==> src/rtl/assert_macros.svh <==
// ----------------------------------------------------------------------------
// Assertion macros
// Shared concurrent assertion forms for the execute unit.
// ----------------------------------------------------------------------------
`ifndef ASSERT_MACROS_SVH
`define ASSERT_MACROS_SVH

// same-cycle implication, disabled in reset
`define ASSERT_IMPL(lbl, clk, rst_n, prop) \
  lbl: assert property (@(posedge clk) disable iff (!rst_n) prop) \
    else $error("assertion failed");

// next-cycle implication, disabled in reset
`define ASSERT_NEXT(lbl, clk, rst_n, ante, cons) \
  lbl: assert property (@(posedge clk) disable iff (!rst_n) ante |=> cons) \
    else $error("assertion failed");

`endif

==> src/rtl/mseu_pkg.sv <==
// ----------------------------------------------------------------------------
// MIPS subset execute unit package
// Sizes, instruction codes, state and command types.
// ----------------------------------------------------------------------------
package mseu_pkg;

  localparam int unsigned MEM_BYTES = 4096;
  localparam int unsigned MEM_AW    = $clog2(MEM_BYTES);
  localparam int unsigned REG_N     = 32;

  localparam logic [5:0] OPC_SPECIAL = 6'h00;
  localparam logic [5:0] OPC_J       = 6'h02;
  localparam logic [5:0] OPC_JAL     = 6'h03;
  localparam logic [5:0] OPC_BEQ     = 6'h04;
  localparam logic [5:0] OPC_BNE     = 6'h05;
  localparam logic [5:0] OPC_ADDI    = 6'h08;
  localparam logic [5:0] OPC_ADDIU   = 6'h09;
  localparam logic [5:0] OPC_SLTI    = 6'h0A;
  localparam logic [5:0] OPC_SLTIU   = 6'h0B;
  localparam logic [5:0] OPC_ANDI    = 6'h0C;
  localparam logic [5:0] OPC_ORI     = 6'h0D;
  localparam logic [5:0] OPC_XORI    = 6'h0E;
  localparam logic [5:0] OPC_LUI     = 6'h0F;
  localparam logic [5:0] OPC_LB      = 6'h20;
  localparam logic [5:0] OPC_LH      = 6'h21;
  localparam logic [5:0] OPC_LW      = 6'h23;
  localparam logic [5:0] OPC_LBU     = 6'h24;
  localparam logic [5:0] OPC_LHU     = 6'h25;
  localparam logic [5:0] OPC_SB      = 6'h28;
  localparam logic [5:0] OPC_SH      = 6'h29;
  localparam logic [5:0] OPC_SW      = 6'h2B;

  localparam logic [5:0] FN_SLL   = 6'h00;
  localparam logic [5:0] FN_SRL   = 6'h02;
  localparam logic [5:0] FN_SRA   = 6'h03;
  localparam logic [5:0] FN_JR    = 6'h08;
  localparam logic [5:0] FN_MFHI  = 6'h10;
  localparam logic [5:0] FN_MFLO  = 6'h12;
  localparam logic [5:0] FN_MULT  = 6'h18;
  localparam logic [5:0] FN_MULTU = 6'h19;
  localparam logic [5:0] FN_DIV   = 6'h1A;
  localparam logic [5:0] FN_DIVU  = 6'h1B;
  localparam logic [5:0] FN_ADD   = 6'h20;
  localparam logic [5:0] FN_SUB   = 6'h22;
  localparam logic [5:0] FN_AND   = 6'h24;
  localparam logic [5:0] FN_OR    = 6'h25;
  localparam logic [5:0] FN_XOR   = 6'h26;
  localparam logic [5:0] FN_NOR   = 6'h27;

  typedef enum logic [2:0] {
    K_SIMPLE,
    K_MUL,
    K_DIV,
    K_LOAD,
    K_STORE
  } mseu_kind_t;

  typedef enum logic [3:0] {
    ST_IDLE,
    ST_READ,
    ST_EXEC,
    ST_MUL,
    ST_DIV,
    ST_DIV_FIX,
    ST_LD_ADDR,
    ST_LD_CAP,
    ST_ST_WR,
    ST_DONE
  } mseu_state_t;

  typedef struct packed {
    logic in_ready;
    logic exec;
    logic mul_done;
    logic div_step;
    logic div_fix;
    logic mem_wr;
    logic ld_cap;
    logic commit;
  } mseu_cmd_t;

  typedef struct packed {
    logic       in_valid;
    mseu_kind_t kind;
    logic       mem_last;
    logic       div_last;
    logic       out_free;
  } mseu_sts_t;

  function automatic logic [31:0] sx16(input logic [15:0] v);
    return {{16{v[15]}}, v};
  endfunction

endpackage

==> src/rtl/mseu_ctrl.sv <==
// ----------------------------------------------------------------------------
// Execute unit controller
// Sequences read, execute, multiply, divide, memory and commit steps.
// ----------------------------------------------------------------------------
module mseu_ctrl (
  input  logic               clk,
  input  logic               rst_n,
  input  mseu_pkg::mseu_sts_t sts,
  output mseu_pkg::mseu_cmd_t cmd
);
  import mseu_pkg::*;

  mseu_state_t state_r, state_nxt;

  always_ff @(posedge clk) begin
    if (!rst_n) begin
      state_r <= ST_IDLE;
    end else begin
      state_r <= state_nxt;
    end
  end

  always_comb begin
    state_nxt = state_r;
    case (state_r)
      ST_IDLE: begin
        if (sts.in_valid) state_nxt = ST_READ;
      end
      ST_READ: state_nxt = ST_EXEC;
      ST_EXEC: begin
        case (sts.kind)
          K_MUL:   state_nxt = ST_MUL;
          K_DIV:   state_nxt = ST_DIV;
          K_LOAD:  state_nxt = ST_LD_ADDR;
          K_STORE: state_nxt = ST_ST_WR;
          default: state_nxt = ST_DONE;
        endcase
      end
      ST_MUL: state_nxt = ST_DONE;
      ST_DIV: begin
        if (sts.div_last) state_nxt = ST_DIV_FIX;
      end
      ST_DIV_FIX: state_nxt = ST_DONE;
      ST_LD_ADDR: state_nxt = ST_LD_CAP;
      ST_LD_CAP: state_nxt = sts.mem_last ? ST_DONE : ST_LD_ADDR;
      ST_ST_WR: begin
        if (sts.mem_last) state_nxt = ST_DONE;
      end
      ST_DONE: begin
        if (sts.out_free) state_nxt = ST_IDLE;
      end
      default: state_nxt = ST_IDLE;
    endcase
  end

  always_comb begin
    cmd = '0;
    case (state_r)
      ST_IDLE:    cmd.in_ready = rst_n;
      ST_EXEC:    cmd.exec     = 1'b1;
      ST_MUL:     cmd.mul_done = 1'b1;
      ST_DIV:     cmd.div_step = 1'b1;
      ST_DIV_FIX: cmd.div_fix  = 1'b1;
      ST_LD_CAP:  cmd.ld_cap   = 1'b1;
      ST_ST_WR:   cmd.mem_wr   = 1'b1;
      ST_DONE:    cmd.commit   = sts.out_free;
      default:    cmd = '0;
    endcase
  end

endmodule

==> config.mk <==
export PLATFORM = sky130hd
export DESIGN_NAME = mseu_ctrl
export DESIGN_NICKNAME = d
export VERILOG_FILES = /design/src/rtl/assert_macros.svh /design/src/rtl/mseu_pkg.sv /design/src/rtl/mseu_ctrl.sv
export SDC_FILE = /design/constraint.sdc
export NUM_CORES = 1
export LEC_CHECK = 0
export BUFFER_PORTS_ARGS = -buffer_cell sky130_fd_sc_hd__buf_2
export CAP_MARGIN = 20
export CORE_AREA = 2 2 39 41
export CTS_CLUSTER_DIAMETER = 50
export CTS_CLUSTER_SIZE = 8
export DETAILED_ROUTE_END_ITERATION = 16
export DIE_AREA = 0 0 41 43
export SYNTH_ARGS = -nofsm -noshare
export SYNTH_HDL_FRONTEND = slang
export SYNTH_SLANG_ARGS = --single-unit
export TNS_END_PERCENT = 1
==> constraint.sdc <==
create_clock -name clk -period 3.9 [get_ports clk]
set_clock_uncertainty 0.15 [all_clocks]
set_input_delay 0.39 -clock clk [delete_from_list [all_inputs] [get_ports clk]]
set_output_delay 0.39 -clock clk [all_outputs]
set_load 0.1 [all_outputs]
### Yosys cells after proc, flatten, opt, wreduce, memory -nomap -nowiden

Index checks and enable logic that the tools add are counted.
Widths: inputs -> output; s select.

* bits in registers: 4
* output and inout bits: 8
* word-level logic and storage cells: 36

* eq/ne operators: 17
* mux-type cells: 15
* reduce and logical (&&, ||, !) cells: 3

Operator list (count)
* $pmux 4 s9: 1
* $mux 4: 5
* $eq 4x3->1 const B: 4
* $pmux 4 s4: 1
* $eq 4x2->1 const B: 2
* $eq 4x4->1 const B: 2
* $mux 1: 8
* $ne 2x2->1 const B: 4
* $eq 3x2->1 const B: 2
* $eq 4x1->1 const B: 1
* $logic_not 4->1: 1
* $reduce_and 4->1: 1
* $eq 3x1->1 const B: 1
* $eq 3x3->1 const B: 1
* $reduce_or 2->1: 1

### Longest topological paths before layout

* word-level depth: 3
* mapped depth: 5

### Least setup slack after synthesis

No wires, ideal clock.

* kind: register to output
* start: register state_r[3]
* end: output port cmd[7] (netlist bit)
* arrival time: 3511 ps
* data required time: 3360 ps
* path slack: -151 ps
* cell stages (with the launch flop): 4
* path buffers: 1
* cell sequence: dfxtp_1 -> buf_6 -> or2_4 -> nor4_1

RTL lines
* start, declared: RTL line mseu_ctrl.sv:13 `mseu_state_t state_r, state_nxt;`
* start signal, assigned: RTL line mseu_ctrl.sv:19 `state_r <= state_nxt;`
* end, declared: RTL line mseu_ctrl.sv:9 `output mseu_pkg::mseu_cmd_t cmd`

==> flow_metrics.env <==
export IMPL_synth_top_family_by_area="simple AND/OR/NAND/NOR gates"
export IMPL_use_met2_pct=16.3
export IMPL_path_class="flip-flop to output pin"
export IMPL_p_clk_share_pct=12.3
export IMPL_first_pass_iters=4
export IMPL_hp_class="input port to flip-flop"
export IMPL_synth_edf_count=0
export IMPL_setup_viol=0
export IMPL_cts_tree="done"
export IMPL_path_delay_family="flip-flops"
export IMPL_crit_chain="nor2b_4 > nor3b_2 > buf_2"
export IMPL_irDropWorstVdd_uv=254
export IMPL_rsz0062_at_grt="no"
export IMPL_die_h_um=43
export IMPL_grt_pass1_vias=360
export IMPL_drt_iter0_drc=15
export IMPL_tns_ns=0
export IMPL_ys_warnings_count=0
export IMPL_max_slew_margin_pct=64.1
export IMPL_critPathBufInv=1
export IMPL_ys_flop_type="dfxtp_1"
export IMPL_grt_max_degree=15
export IMPL_busiest_layer="met1"
export IMPL_start_kind="flip-flop"
export IMPL_avgViaCountPerCell=5.16
export IMPL_critPathMaxStageDelay_ns=0.54
export IMPL_finalPower_uw=395
export IMPL_cts_hold_buffers=0
export IMPL_reg2reg_to="state_r[0]"
export IMPL_htree_levels=1
export IMPL_grt_pass1_wl_mm=1.51
export IMPL_drc=0
export IMPL_cp_max_fo=11
export IMPL_avgSynthCellArea_um2=8.78
export IMPL_final_cell_mix="16 x buf_2, 4 x nor2_1, 4 x dfxtp_1"
export IMPL_leakagePower_uw=0.000228
export IMPL_syn_num_nets=58
export IMPL_final_common_cell="buf_2"
export IMPL_grt_util_all_layers_pct=12.9
export IMPL_combPwrFrac_pct=63.1
export IMPL_num_rows=14
export IMPL_start_util_pct=31.1
export IMPL_grt_overflow=0
export IMPL_dp_cells=77
export IMPL_synth_adder_area_share_pct=0
export IMPL_arrival_ns=1.70
export IMPL_hpwl_um=716
export IMPL_synth_distinct_cells=32
export IMPL_synth_async_reset_ratio_pct=0
export IMPL_reg_top3="state_r x4"
export IMPL_min_delay_start="rst_n"
export IMPL_synth_xor_area_share_pct=0
export IMPL_whs_endpoint="state_r[1]"
export IMPL_finalCriticalPeriod_ns=2.24
export IMPL_switching_share_pct=55.8
export IMPL_cp_required_ns=3.36
export IMPL_ys_ff_latch=4
export IMPL_r2r_cells=4
export IMPL_status="finished, final reports clean"
export IMPL_vias=413
export IMPL_cts_inserted_buffers=3
export IMPL_period_share_pct=57.3
export IMPL_postCtsSetupBuffers=0
export IMPL_netlist_area_um2=430
export IMPL_areaGrowthSynthToFinish_pct=20.3
export IMPL_end_kind="output pin"
export IMPL_port_buffers=16
export IMPL_fmax_mhz=447
export IMPL_final_cells=80
export IMPL_met1_usage_pct=18.7
export IMPL_synthMuxAreaShare_pct=2.33
export IMPL_coreArea_mm2=0.00138
export IMPL_postSynthCellCount=49
export IMPL_clkSlewWorstSetupHoldPaths_ns=0.04
export IMPL_io_pins=17
export IMPL_final_nets=75
export IMPL_wl_um=931
export IMPL_p_seq_share_pct=24.5
export IMPL_reg2reg_from="state_r[0]"
export IMPL_met3_usage_pct=3.14
export IMPL_slew_viol_final=0
export IMPL_intPower_uw=175
export IMPL_antenna_found_initial=0
export IMPL_gp_congestion=0.738
export IMPL_powerDensity_mw_per_mm2=763
export IMPL_hold_viol_final=0
export IMPL_final_layout_size_suffix_gt1_share_pct=46.9
export IMPL_max_cap_violations=0
export IMPL_cts_root_buf="clkbuf_4"
export IMPL_drt_wirelength_per_cell_um=11.6
export IMPL_reg2reg_setup_slack_ns=2.26
export IMPL_cp_slowest_cell="dfxtp_1"
export IMPL_holdPathStages=3
export IMPL_clk_insertion_delay_late_ns=0.23
export IMPL_ys_seq_area_share_pct=18.6
export IMPL_postRouteAntennaNets=0
export IMPL_antenna_cells=0
export IMPL_synth_compound_area_share_pct=26.5
export IMPL_cts_buffer_depth=2
export IMPL_post_cts_resized=0
export IMPL_power_switching_uw=220
export IMPL_largest_register_ffs=4
export IMPL_yosys_area_share_simple_pct=41.3
export IMPL_largest_register="state_r"
export IMPL_fp_dieW_um=41
export IMPL_worst_slew_pin_slew_ns=0.538
export IMPL_cts_sinks=4
export IMPL_die_area_mm2=0.00176
Yosys cell counts (2+ instances only):
cell	n	area [um2]
a31oi_1	2	12.5
buf_6	3	33.8
nand2b_1	3	18.8
a311oi_2	2	30.0
dfxtp_1	4	80.1
a21oi_1	3	15.0
a21o_1	2	15.0
nor2b_1	3	18.8
nor2_1	4	15.0
metrics by stage:
stage                     util, %  hold WS, ns  area, um2  setup slack, ns
after detailed placement     35.8        0.467        495             1.91
after CTS                    37.4        0.281        518             1.65
final                        37.4        0.289        518             1.66
after global placement       35.8        0.463        495             1.94
after floorplan                 -        0.394        437            0.636
after global routing         37.4        0.312        518             1.58
layer usage:
layer | vias up | share of wire, %
li1 | 214 | -
met2 | 7 | 49
met3 | 0 | 2.9
met4 | 0 | 0
met5 | - | 0
met1 | 192 | 48
layout make-up:
| cell class | instances | area, um2 |
|---|---|---|
| timing repair buffer | 16 | 80.1 |
| multi-input combinational | 39 | 308 |
| clock buffer | 3 | 22.5 |
| inverter | 2 | 7.51 |
| fill | 150 | 866 |
| tap | 16 | 20.0 |
| sequential | 4 | 80.1 |
worst max path at each step:
stage / from / endpoint / slack [ns] / depth (start not counted)
after CTS: state_r[0] / cmd[3] / 1.65 / 3
after floorplan: state_r[3] / cmd[4] / 0.64 / 3
after detailed placement: state_r[0] / cmd[3] / 1.91 / 3
after global placement: state_r[0] / cmd[3] / 1.94 / 3
final: state_r[0] / cmd[3] / 1.66 / 3
after global routing: state_r[0] / cmd[3] / 1.58 / 3
power by group through the flow:
stage	Clock [uW]	Sequential [uW]	Combinational, uW
CTS	52.4	95.9	251
global placement	0	95.7	251
floorplan	0	64.0	270
finish	48.8	97.0	250
detailed placement	0	96.6	250
global route	56.7	102	268
worst min-delay path: stages:
cell and delay [ns]:
buf_2 0.11, nand2b_1 0.08, a21oi_1 0.04
logic make-up (layout without fill, tap and decap cells):
kind of cell	Yosys count	count (layout)
buffers and inverters	6	21
multiplexers	1	1
flip-flops	4	4
AO/OA/AOI/OAI	14	14
AND/OR/NAND/NOR	24	24
Power figures use the tool's default switching activity.
